File: src/design/mcpe_pkg.sv
`timescale 1ns / 1ps

package mcpe_pkg;

	localparam int ACTION_BITS    = 2;
	localparam int HOLD_BITS      = 11;
	localparam int LIMIT_BITS     = 10;
	localparam int ALPHA_BITS     = 17;
	localparam int CASH_BITS      = 48;
	localparam int CFG_INDEX_BITS = 2;

	localparam logic [LIMIT_BITS-1:0] LIMIT_RESET        = 10'd5;
	localparam logic [ALPHA_BITS-1:0] ALPHA_SHORT_RESET  = 17'd10082;
	localparam logic [ALPHA_BITS-1:0] ALPHA_LONG_RESET   = 17'd4855;
	localparam logic [ALPHA_BITS-1:0] ALPHA_SIGNAL_RESET = 17'd13107;

	typedef enum logic [ACTION_BITS-1:0] {
		ACT_HOLD = 2'd0,
		ACT_BUY  = 2'd1,
		ACT_SELL = 2'd2
	} action_t;

	typedef enum logic [CFG_INDEX_BITS-1:0] {
		CFG_MAX_POSITION = 2'd0,
		CFG_ALPHA_SHORT  = 2'd1,
		CFG_ALPHA_LONG   = 2'd2,
		CFG_ALPHA_SIGNAL = 2'd3
	} cfg_index_t;

	typedef enum logic [1:0] {
		SEL_SHORT  = 2'd0,
		SEL_LONG   = 2'd1,
		SEL_SIGNAL = 2'd2
	} ema_sel_t;

	typedef struct packed {
		logic     load;
		logic     seed;
		logic     diff;
		logic     mul_lo;
		logic     mul_hi;
		logic     acc;
		logic     upd;
		logic     macd;
		logic     decide;
		logic     pmul;
		logic     out_load;
		ema_sel_t sel;
	} mcpe_cmd_t;

	typedef struct packed {
		logic seen_first;
	} mcpe_status_t;

endpackage

File: src/design/mcpe_ctrl.sv
`timescale 1ns / 1ps

module mcpe_ctrl
	import mcpe_pkg::*;
(
	input  logic         clk,
	input  logic         arst_n,
	input  logic         s_axis_tvalid,
	output logic         s_axis_tready,
	output logic         m_axis_tvalid,
	input  logic         m_axis_tready,
	input  mcpe_status_t status,
	output mcpe_cmd_t    cmd
);

	typedef enum logic [3:0] {
		ST_IDLE,
		ST_SEED,
		ST_DIFF,
		ST_MLO,
		ST_MHI,
		ST_ACC,
		ST_UPD,
		ST_MACD,
		ST_DECIDE,
		ST_PMUL,
		ST_PNL
	} state_t;

	state_t   state_q;
	ema_sel_t sel_q;
	logic     out_valid_q;
	logic     out_free;

	assign out_free      = !out_valid_q || m_axis_tready;
	assign s_axis_tready = (state_q == ST_IDLE);
	assign m_axis_tvalid = out_valid_q;

	always_comb begin
		cmd          = '0;
		cmd.sel      = sel_q;
		cmd.load     = (state_q == ST_IDLE) && s_axis_tvalid;
		cmd.seed     = (state_q == ST_SEED);
		cmd.diff     = (state_q == ST_DIFF);
		cmd.mul_lo   = (state_q == ST_MLO);
		cmd.mul_hi   = (state_q == ST_MHI);
		cmd.acc      = (state_q == ST_ACC);
		cmd.upd      = (state_q == ST_UPD);
		cmd.macd     = (state_q == ST_MACD);
		cmd.decide   = (state_q == ST_DECIDE);
		cmd.pmul     = (state_q == ST_PMUL);
		cmd.out_load = (state_q == ST_PNL) && out_free;
	end

	always_ff @(posedge clk or negedge arst_n) begin
		if (!arst_n) begin
			state_q     <= ST_IDLE;
			sel_q       <= SEL_SHORT;
			out_valid_q <= 1'b0;
		end else begin
			if (cmd.out_load) begin
				out_valid_q <= 1'b1;
			end else if (m_axis_tready) begin
				out_valid_q <= 1'b0;
			end
			case (state_q)
				ST_IDLE: begin
					if (s_axis_tvalid) begin
						sel_q   <= SEL_SHORT;
						state_q <= status.seen_first ? ST_DIFF : ST_SEED;
					end
				end
				ST_SEED: state_q <= ST_DECIDE;
				ST_DIFF: state_q <= ST_MLO;
				ST_MLO:  state_q <= ST_MHI;
				ST_MHI:  state_q <= ST_ACC;
				ST_ACC:  state_q <= ST_UPD;
				ST_UPD: begin
					case (sel_q)
						SEL_SHORT: begin
							sel_q   <= SEL_LONG;
							state_q <= ST_DIFF;
						end
						SEL_LONG: state_q <= ST_MACD;
						default:  state_q <= ST_DECIDE;
					endcase
				end
				ST_MACD: begin
					sel_q   <= SEL_SIGNAL;
					state_q <= ST_DIFF;
				end
				ST_DECIDE: state_q <= ST_PMUL;
				ST_PMUL:   state_q <= ST_PNL;
				ST_PNL: begin
					if (out_free) begin
						state_q <= ST_IDLE;
					end
				end
				default: state_q <= ST_IDLE;
			endcase
		end
	end

endmodule

File: src/design/mcpe_datapath.sv
`timescale 1ns / 1ps

module mcpe_datapath
	import mcpe_pkg::*;
#(
	parameter int PRICE_BITS    = 24,
	parameter int FRACTION_BITS = 16,
	parameter int IN_BITS       = ((PRICE_BITS + 7) / 8) * 8,
	parameter int OUT_BITS      = ((ACTION_BITS + HOLD_BITS + 2 * CASH_BITS
		+ 2 * (PRICE_BITS + FRACTION_BITS + 1) + 7) / 8) * 8
) (
	input  logic                      clk,
	input  logic                      arst_n,
	input  logic [IN_BITS-1:0]        s_axis_tdata,
	output logic [OUT_BITS-1:0]       m_axis_tdata,
	input  logic                      cfg_we,
	input  logic [CFG_INDEX_BITS-1:0] cfg_index,
	input  logic [ALPHA_BITS-1:0]     cfg_data,
	input  mcpe_cmd_t                 cmd,
	output mcpe_status_t              status
);

	localparam int EW = PRICE_BITS + FRACTION_BITS;   // price average width
	localparam int MW = EW + 1;                       // macd / signal width
	localparam int DW = EW + 2;                       // difference width
	localparam int LW = DW / 2;
	localparam int HW = DW - LW;
	localparam int AW = (FRACTION_BITS + 1 > ALPHA_BITS) ? FRACTION_BITS + 1 : ALPHA_BITS;
	localparam int PW = AW + DW;
	localparam int MPW = AW + HW + 2;
	localparam int QW = HOLD_BITS + PRICE_BITS + 1;
	localparam logic [AW-1:0] ALPHA_ONE = AW'(64'd1 << FRACTION_BITS);
	localparam logic signed [PW-1:0] HALF = PW'(64'd1 << (FRACTION_BITS - 1));

	logic [LIMIT_BITS-1:0] limit_q;
	logic [ALPHA_BITS-1:0] alpha_short_q;
	logic [ALPHA_BITS-1:0] alpha_long_q;
	logic [ALPHA_BITS-1:0] alpha_signal_q;

	logic [PRICE_BITS-1:0]       price_q;
	logic [EW-1:0]               short_q;
	logic [EW-1:0]               long_q;
	logic signed [MW-1:0]        signal_q;
	logic signed [MW-1:0]        macd_q;
	logic                        seen_q;
	logic signed [HOLD_BITS-1:0] hold_q;
	logic signed [CASH_BITS-1:0] cash_q;
	action_t                     action_q;
	logic signed [DW-1:0]        d_q;
	logic signed [MPW-1:0]       prod_q;
	logic signed [PW-1:0]        acc_q;
	logic signed [QW-1:0]        pprod_q;
	logic [OUT_BITS-1:0]         out_data_q;

	logic [ALPHA_BITS-1:0]       alpha_raw;
	logic [AW-1:0]               alpha_ext;
	logic [AW-1:0]               alpha_c;
	logic signed [DW-1:0]        x_sel;
	logic signed [DW-1:0]        ema_sel;
	logic signed [DW-1:0]        rnd;
	logic signed [DW-1:0]        ema_new;
	logic signed [AW:0]          mul_a;
	logic signed [HW:0]          mul_b;
	logic signed [HOLD_BITS:0]   hold_e;
	logic signed [HOLD_BITS:0]   limit_s;
	logic                        go_up;
	logic                        go_down;
	logic signed [CASH_BITS:0]   cash_e;
	logic signed [CASH_BITS:0]   price_e;
	logic signed [CASH_BITS:0]   pnl_sum;
	logic signed [CASH_BITS-1:0] pnl_sat;

	function automatic logic signed [CASH_BITS-1:0] sat_cash(input logic signed [CASH_BITS:0] v);
		if (v[CASH_BITS] != v[CASH_BITS-1]) begin
			return v[CASH_BITS] ? {1'b1, {(CASH_BITS-1){1'b0}}} : {1'b0, {(CASH_BITS-1){1'b1}}};
		end
		return v[CASH_BITS-1:0];
	endfunction

	// operand selection for the shared ema step
	always_comb begin
		case (cmd.sel)
			SEL_SHORT: begin
				alpha_raw = alpha_short_q;
				ema_sel   = $signed({2'b00, short_q});
				x_sel     = $signed({2'b00, price_q, {FRACTION_BITS{1'b0}}});
			end
			SEL_LONG: begin
				alpha_raw = alpha_long_q;
				ema_sel   = $signed({2'b00, long_q});
				x_sel     = $signed({2'b00, price_q, {FRACTION_BITS{1'b0}}});
			end
			default: begin
				alpha_raw = alpha_signal_q;
				ema_sel   = $signed({signal_q[MW-1], signal_q});
				x_sel     = $signed({macd_q[MW-1], macd_q});
			end
		endcase
	end

	// weights above one act as exactly one
	assign alpha_ext = AW'(alpha_raw);
	assign alpha_c   = (alpha_ext > ALPHA_ONE) ? ALPHA_ONE : alpha_ext;
	assign mul_a     = $signed({1'b0, alpha_c});
	assign mul_b     = cmd.mul_lo ? $signed({{(HW + 1 - LW){1'b0}}, d_q[LW-1:0]})
	                              : $signed({d_q[DW-1], d_q[DW-1:LW]});

	assign rnd     = acc_q[FRACTION_BITS+DW-1:FRACTION_BITS];
	assign ema_new = ema_sel + rnd;

	assign hold_e  = {hold_q[HOLD_BITS-1], hold_q};
	assign limit_s = $signed({2'b00, limit_q});
	assign go_up   = (macd_q > signal_q) && (hold_e < limit_s);
	assign go_down = !go_up && (macd_q < signal_q) && (hold_e > -limit_s);
	assign cash_e  = {cash_q[CASH_BITS-1], cash_q};
	assign price_e = $signed({{(CASH_BITS + 1 - PRICE_BITS){1'b0}}, price_q});
	assign pnl_sum = cash_e + (CASH_BITS + 1)'(pprod_q);
	assign pnl_sat = sat_cash(pnl_sum);

	always_ff @(posedge clk or negedge arst_n) begin
		if (!arst_n) begin
			limit_q        <= LIMIT_RESET;
			alpha_short_q  <= ALPHA_SHORT_RESET;
			alpha_long_q   <= ALPHA_LONG_RESET;
			alpha_signal_q <= ALPHA_SIGNAL_RESET;
			seen_q         <= 1'b0;
			short_q        <= '0;
			long_q         <= '0;
			signal_q       <= '0;
			hold_q         <= '0;
			cash_q         <= '0;
		end else begin
			if (cfg_we) begin
				case (cfg_index_t'(cfg_index))
					CFG_MAX_POSITION: limit_q        <= cfg_data[LIMIT_BITS-1:0];
					CFG_ALPHA_SHORT:  alpha_short_q  <= cfg_data;
					CFG_ALPHA_LONG:   alpha_long_q   <= cfg_data;
					CFG_ALPHA_SIGNAL: alpha_signal_q <= cfg_data;
					default: ;
				endcase
			end
			if (cmd.seed) begin
				seen_q   <= 1'b1;
				short_q  <= {price_q, {FRACTION_BITS{1'b0}}};
				long_q   <= {price_q, {FRACTION_BITS{1'b0}}};
				signal_q <= '0;
			end
			if (cmd.upd) begin
				case (cmd.sel)
					SEL_SHORT: short_q  <= ema_new[EW-1:0];
					SEL_LONG:  long_q   <= ema_new[EW-1:0];
					default:   signal_q <= ema_new[MW-1:0];
				endcase
			end
			if (cmd.decide) begin
				if (go_up) begin
					hold_q <= hold_q + HOLD_BITS'(1);
					cash_q <= sat_cash(cash_e - price_e);
				end else if (go_down) begin
					hold_q <= hold_q - HOLD_BITS'(1);
					cash_q <= sat_cash(cash_e + price_e);
				end
			end
		end
	end

	always_ff @(posedge clk) begin
		if (cmd.load) begin
			price_q <= s_axis_tdata[PRICE_BITS-1:0];
		end
		if (cmd.seed) begin
			macd_q <= '0;
		end
		if (cmd.macd) begin
			macd_q <= $signed({1'b0, short_q}) - $signed({1'b0, long_q});
		end
		if (cmd.diff) begin
			d_q <= x_sel - ema_sel;
		end
		// low half product first, then high half into the same register
		if (cmd.mul_lo || cmd.mul_hi) begin
			prod_q <= mul_a * mul_b;
		end
		if (cmd.mul_hi) begin
			acc_q <= PW'(prod_q) + HALF;
		end
		if (cmd.acc) begin
			acc_q <= acc_q + (PW'(prod_q) <<< LW);
		end
		if (cmd.decide) begin
			action_q <= go_up ? ACT_BUY : (go_down ? ACT_SELL : ACT_HOLD);
		end
		if (cmd.pmul) begin
			pprod_q <= hold_q * $signed({1'b0, price_q});
		end
		if (cmd.out_load) begin
			out_data_q <= OUT_BITS'({signal_q, macd_q, pnl_sat, cash_q, hold_q, action_q});
		end
	end

	assign m_axis_tdata      = out_data_q;
	assign status.seen_first = seen_q;

endmodule

File: src/design/macd_crossover_position_engine_core.sv
`timescale 1ns / 1ps
// one item at a time: a new item is accepted only once the result of the previous one
// is in the output register; one shared multiplier runs two partial products per ema,
// three emas in turn (the first item seeds them), then come the position and p&l steps
// a pending result sits in the output register while the next item is accepted
// reset: arst_n low clears averages, position, cash and handshakes, restores registers

module macd_crossover_position_engine_core
	import mcpe_pkg::*;
#(
	parameter int PRICE_BITS    = 24,
	parameter int FRACTION_BITS = 16
) (
	input  logic                      clk,
	input  logic                      arst_n,
	input  logic                      s_axis_tvalid,
	output logic                      s_axis_tready,
	// price
	input  logic [((PRICE_BITS + 7) / 8) * 8 - 1:0] s_axis_tdata,
	output logic                      m_axis_tvalid,
	input  logic                      m_axis_tready,
	// action, holding, cash, marked_pnl, macd_value, signal_value
	output logic [((ACTION_BITS + HOLD_BITS + 2 * CASH_BITS
		+ 2 * (PRICE_BITS + FRACTION_BITS + 1) + 7) / 8) * 8 - 1:0] m_axis_tdata,
	input  logic                      cfg_we,
	input  logic [CFG_INDEX_BITS-1:0] cfg_index,
	input  logic [ALPHA_BITS-1:0]     cfg_data
);

	mcpe_cmd_t    cmd;
	mcpe_status_t status;

	mcpe_ctrl u_ctrl (
		.clk           (clk),
		.arst_n        (arst_n),
		.s_axis_tvalid (s_axis_tvalid),
		.s_axis_tready (s_axis_tready),
		.m_axis_tvalid (m_axis_tvalid),
		.m_axis_tready (m_axis_tready),
		.status        (status),
		.cmd           (cmd)
	);

	mcpe_datapath #(
		.PRICE_BITS    (PRICE_BITS),
		.FRACTION_BITS (FRACTION_BITS)
	) u_datapath (
		.clk          (clk),
		.arst_n       (arst_n),
		.s_axis_tdata (s_axis_tdata),
		.m_axis_tdata (m_axis_tdata),
		.cfg_we       (cfg_we),
		.cfg_index    (cfg_index),
		.cfg_data     (cfg_data),
		.cmd          (cmd),
		.status       (status)
	);

endmodule

File: config.mk
export PLATFORM = sky130hd
export DESIGN_NAME = macd_crossover_position_engine_core
export DESIGN_NICKNAME = d
export VERILOG_FILES = /design/src/design/mcpe_pkg.sv /design/src/design/mcpe_ctrl.sv /design/src/design/mcpe_datapath.sv /design/src/design/macd_crossover_position_engine_core.sv
export SDC_FILE = /design/constraint.sdc
export NUM_CORES = 2
export LEC_CHECK = 0
export BUFFER_PORTS_ARGS = -buffer_cell sky130_fd_sc_hd__buf_2
export CAP_MARGIN = 20
export CORE_ASPECT_RATIO = 0.9
export CORE_UTILIZATION = 35
export DETAILED_ROUTE_END_ITERATION = 10
export HOLD_SLACK_MARGIN = 0.05
export MAX_ROUTING_LAYER = met4
export SLEW_MARGIN = 10
export SYNTH_ARGS = -nofsm -noshare
export SYNTH_HDL_FRONTEND = slang
export SYNTH_SLANG_ARGS = --single-unit
export TNS_END_PERCENT = 100
File: constraint.sdc
create_clock -name clk -period 29 [get_ports clk]
set_clock_uncertainty 0.2 [all_clocks]
set_input_delay 4.35 -clock clk [delete_from_list [all_inputs] [get_ports clk]]
set_output_delay 4.35 -clock clk [all_outputs]
set_load 0.01 [all_outputs]
# After elaboration in Yosys (flattened, before gate mapping)
# Index checks and enable logic that the tools add are counted.
# word_totals
ramBits,0
reg_bits,684
in_bits,48
romBits,0
output_inout_bits,194
n_memories,0
latchBits,0
# op_classes
shifts,0
reduce_logical,25
add_sub_neg,11
n_eq_ne,20
multipliers,2
n_lt_le_gt_ge,5
n_div,0
n_bitwise,0
mux,50
# ops
op,count
48-bit 2-to-1 mux,11
40-bit 2-to-1 mux,6
41-bit 2-to-1 mux,5
59-bit 2-to-1 mux,2
42-bit one-hot mux with 2 select lines,1
59-bit adder,1
48-bit by 25-bit adder with 49-bit output,1
48-bit by 36-bit adder with 49-bit output,1
48-bit by 25-bit subtractor with 49-bit output,1
4-bit one-hot mux with 11 select lines,1
42-bit 2-to-1 mux,1
42-bit subtractor,1
40-bit by 17-bit adder with 41-bit output (second input constant),1
41-bit adder,1
41-bit greater-than comparator,1
41-bit less-than comparator,1
40-bit by 40-bit subtractor with 41-bit output,1
18-bit by 22-bit multiplier with 40-bit output,1
11-bit by 25-bit multiplier with 36-bit output,1
17-bit one-hot mux with 2 select lines,1
11-bit 2-to-1 mux,2
22-bit 2-to-1 mux,1
17-bit greater-than comparator (second input constant),1
17-bit 2-to-1 mux,1
other kinds (29),68

# Depth between registers and ports, before layout
# logic_depth
ltp_word,11
ltp_mapped,35
depth_no_buf,32

# Cells and area by module
# From an unflattened synthesis, not the netlist that was laid out.
# hier_totals
hier_cells,6841
area_unflattened_um2,64403.0
# modules_own_cells
module,instances,area_per_inst_um2,cells_each
mcpe_datapath,1,63888.8,6774
mcpe_ctrl,1,514.2,67

# Least setup slack after synthesis
# No wires, ideal clock.
# synth_path
kind,input port to flip-flop
from,in m_axis_tready
to,"reg u_datapath.out_data_q[0], in the netlist u_datapath.m_axis_tdata[0], enable pin"
arrival_ns,12.871
setup_ns,0.765
required_ns,28.035
stages,2
setup_slack_ns,15.164
path_buffers,0
cell_sequence,nand2b_1 > nor2b_1
# synth_rtl
item,line_no,text
from (decl),macd_crossover_position_engine_core.sv:21,"input logic m_axis_tready,"
to (signal assigned),mcpe_datapath.sv:197,"out_data_q <= OUT_BITS'({signal_q, macd_q, pnl_sat, cash_q, hold_q, action_q});"
to (decl),mcpe_datapath.sv:53,logic [OUT_BITS-1:0] out_data_q;

# Final worst setup path
# layout_path
from,reg u_ctrl.sel_q[0]
to,"reg u_datapath.prod_q[29], data pin"
# layout_between
elab_chain_len,5
word_cells_on_any_way,6
# layout_lines
item,line_no,text
from (decl),mcpe_ctrl.sv:31,ema_sel_t sel_q;
from (signal assigned),mcpe_ctrl.sv:58,sel_q <= SEL_SHORT;
from (signal assigned),mcpe_ctrl.sv:69,sel_q <= SEL_SHORT;
from (signal assigned),mcpe_ctrl.sv:81,sel_q <= SEL_LONG;
2-bit by 1-bit equality test with 1-bit output / 2-bit logical NOT (equally long branches),mcpe_datapath.sv:82,case (cmd.sel)
17-bit one-hot mux with 2 select lines *,mcpe_datapath.sv:82,
17-bit greater-than comparator,mcpe_datapath.sv:103,assign alpha_c = (alpha_ext > ALPHA_ONE) ? ALPHA_ONE : alpha_ext;
17-bit 2-to-1 mux *,mcpe_datapath.sv:103,
18-bit by 22-bit multiplier with 40-bit output *,mcpe_datapath.sv:182,prod_q <= mul_a * mul_b;
to (signal assigned),mcpe_datapath.sv:182,
to (decl),mcpe_datapath.sv:50,logic signed [MPW-1:0] prod_q;
# Mark *: on every way between the ends. The rest lies on a longest branch, timed or not.
# A chain may end at the register's enable or synchronous reset.

==> summary.md <==
| Metric | Value |
|---|---|
| CP peak stage delay | `0.83 ns` |
| Setup WS pre-CTS | `19.07 ns` |
| Synth Area in Compound Gates | `about 14%` |
| Vias in the first global route | `approximately 50000` |
| Commonest cells in the netlist | `887 x inv_1, 681 x nand2_1, 577 x fa_1` |
| Hold_ws | `0.2350 ns` |
| Largest family of logic cells by synthesized area | `adder cells` |
| Core box area | `0.1807 sq mm` |
| Slowest cell on crit path | `buf_4` |
| Final hold vios | `0` |
| Drt first pass iters | `8` |
| Synthesis warning total | `0` |
| Vias | `51047` |
| Max Cap Viol | `0` |
| Worst-Skew Late Latency | `roughly 0.76 ns` |
| Syn Inst Count | `~6800` |
| Post-Synth XOR/XNOR Area | `4.676%` |
| Slew HR | `20.70%` |
| Final Cycle Share | `34.90%` |
| Number of synthesized flops with an enable pin | `417` |
| Startpoint Class | `register` |
| RSZ-0062 raised after global routing | `no` |
| Final Routed Wirelength | `219.3 mm` |
| Site Rows | `roughly 150` |
| Hold Crit Class | `register to register` |
| Detailed placer's ending HPWL | `169.3 mm` |
| Max Clk Rate | `98.81 MHz` |
| Dominant cells by area after synthesis | `edfxtp_1 20%, fa_1 18%, ha_1 10%` |
| Setup TNS | `0 ns` |
| Synth-to-Final Area Change | `10.87%` |
| Post-route DRC | `0` |
| Outcome | `complete, no violations` |
| Fill count | `18031` |
| Global-route wire length before repair | `328.2 mm` |
| CTS tree | `yes` |
| Yosys reg bits | `666` |
| Post-synth top area share | `19.66%` |
| Post-route ant nets | `0` |
| CTS Sinks | `between 600 and 700` |
| DR vias/cell | `approximately 5.4` |
| Wire per inst | `23.32 microns` |
| Netlist Area Pre-Place | `0.06369 sq mm` |
| CP dominant cell by count | `fa_1` |
| DIE HEIGHT | `406.7 microns` |
| Mux cell area share after synthesis | `around 2.5%` |
| Count leader, synth | `inv_1` |
| Clock buffer depth | `3` |
| Main synth FF type | `edfxtp_1` |
| Multi-input gate area | `0.04066 sq mm` |
| Max FO, Critical Path | `47` |
| CTS Root Cell | `clkbuf_16` |
| Syn Nets | `roughly 8000` |
| Final Wtd Congestion | `between 0.9 and 1` |
| Sequential Area | `0.01879 sq mm` |
| Number of port buffers | `240` |
| Initial Util | `between 30% and 40%` |
| Remaining Overflow, GRT | `0` |
| Clock Pin Slew Worst Setup and Hold Paths | `0.07 ns` |
| Antenna violations before repair | `15` |
| CP endpoint kind | `register` |
| Register area share after synthesis | `29.50%` |
| Top-level I/O count | `242` |
| CTS resizes | `0` |
| GRT Total Usage | `24.48%` |
| Largest net degree at the start of global routing | `83` |
| Postcts setup bufs | `0` |
| Slew Limit Fails | `0` |
| Die Footprint | `0.1837 sq mm` |
| WP data arrival | `10.43 ns` |
| Proportion of layout cells with a drive suffix above 1 | `9.375%` |
| Asr flop ratio synth | `around 37%` |
| Syn avg cell area | `9.406 sq um` |
| Final worst slack | `18.88 ns` |
| Final count of negative-setup-slack endpoints | `0` |
| Slew @ Worst Pin | `1.186 ns` |
| Area leader, netlist | `edfxtp_1` |
| Simple-Gate Fraction of Synth Area | `13.64%` |
| Count of hold-fix buffers inserted at cts | `0` |
| Num CTS Buffers | `83` |
| H-tree depth | `3` |
| CP required | `29.31 ns` |
| 1st-iter DRT viols | `between 4000 and 5000` |
| Die Wd | `451.6 microns` |
| Yosys cell types | `109` |
| Fin nets | `8062` |
| Critical path class | `register to register` |
| Post-layout min period | `10.12 ns` |
| Post-synthesis adder-cell area fraction | `roughly 28%` |
==> routing by layer <==
| metal | vias up | wire length (microns) | global-route usage, % |
|---|---|---|---|
| li1 | 23185 | - | - |
| met1 | 25479 | 95810 | 32.84 |
| met4 | 0 | 9203 | 9.295 |
| met2 | 2010 | 98020 | 37.17 |
| met3 | 373 | 16310 | 3.859 |
| met5 | - | 0 | - |
==> cell type report <==
class | count | share of cell area (%)
Tap cell | 2400 | 4.253
Inverter | 889 | 4.726
Clock buffer | 103 | 3.207
Multi-Input combinational cell | 4953 | 57.58
Clock inverter | 52 | 0.8966
Timing Repair Buffer | 324 | 2.653
Antenna cell | 19 | 0.06734
Sequential cell | 666 | 26.62
==> flip-flops by register name (all words and copies together), names as in the netlist, 11 cells and up <==
| signal | cells |
|---|---|
| u_datapath.long_q | 40 |
| u_datapath.signal_q | 41 |
| u_datapath.alpha_long_q | 17 |
| u_datapath.alpha_signal_q | 17 |
| u_datapath.short_q | 40 |
| u_datapath.price_q | 24 |
| u_datapath.prod_q | 40 |
| u_datapath.macd_q | 41 |
| u_datapath.acc_q | 41 |
| u_datapath.pprod_q | 36 |
| u_datapath.m_axis_tdata | 191 |
| u_datapath.hold_q | 11 |
| u_datapath.d_q | 42 |
| u_datapath.cash_q | 48 |
| u_datapath.alpha_short_q | 17 |
==> cell usage in the layout, fill, tap and decap left out, drive strengths merged, types with 38 or more instances in the layout <==
cell type	instances
a31oi	44
and3	38
fa	577
o21bai	58
xnor2	221
edfxtp	417
nand3	121
nor2b	45
mux2i	78
nand2b	66
nor3	73
inv	897
mux2	74
a21o	153
nor2	567
dfrtp	223
a211oi	62
o21a	54
nand4	45
o21ai	404
or3	48
and2	139
a21oi	434
nand2	682
clkbuf	103
buf	324
xor2	119
ha	520
==> final timing paths <==
kind	from	end	slack, ns	cells past startpoint
worst max-delay path	u_ctrl.sel_q[0]	u_datapath.prod_q[29]	18.88	32
worst min-delay path	u_datapath.action_q[1]	u_datapath.m_axis_tdata[1]	0.23	0
worst max register to register	u_ctrl.sel_q[0]	u_datapath.prod_q[29]	18.88	32
worst min register to register	u_datapath.action_q[1]	u_datapath.m_axis_tdata[1]	0.23	0
max in group asynchronous	arst_n	u_ctrl.sel_q[1]	23.51	2
min in group asynchronous	arst_n	u_datapath.cash_q[22]	3.40	1
==> kinds of logic (layout without fill, tap and decap cells) <==
logic type                 after synthesis  in the layout
adders and majority gates             1101           1101
muxes                                  152            152
other                                    1             20
AOI/OAI and AO/OA                     1454           1454
buffers and inverters                 1152           1368
xor gates and xnor gates               340            340
DFF                                    666            666
and+or+nand+nor                       1905           1905
==> through the flow <==
step,instances,utilization [%],instance area (sq um)
after floorplan,6771,-,63690
after global placement,9227,37.40,67590
after detailed placement,9229,37.41,67610
after CTS,9384,39.01,70510
after global routing,9396,39.05,70580
final,9406,39.07,70610
==> worst max-delay path: cells and delay by family (launching register included) <==
kind	cells	cell delay, ns
AND/OR/NAND/NOR	6	1.50
adder cells (fa/ha/maj)	7	3.35
flip-flops	1	0.63
XOR/XNOR	1	0.08
AO/OA/AOI/OAI	10	2.56
buffers and inverters	7	1.33
multiplexers	1	0.27
Power is not shown: default switching activity piles up to over one toggle a cycle in this logic, so the estimate is an artifact.
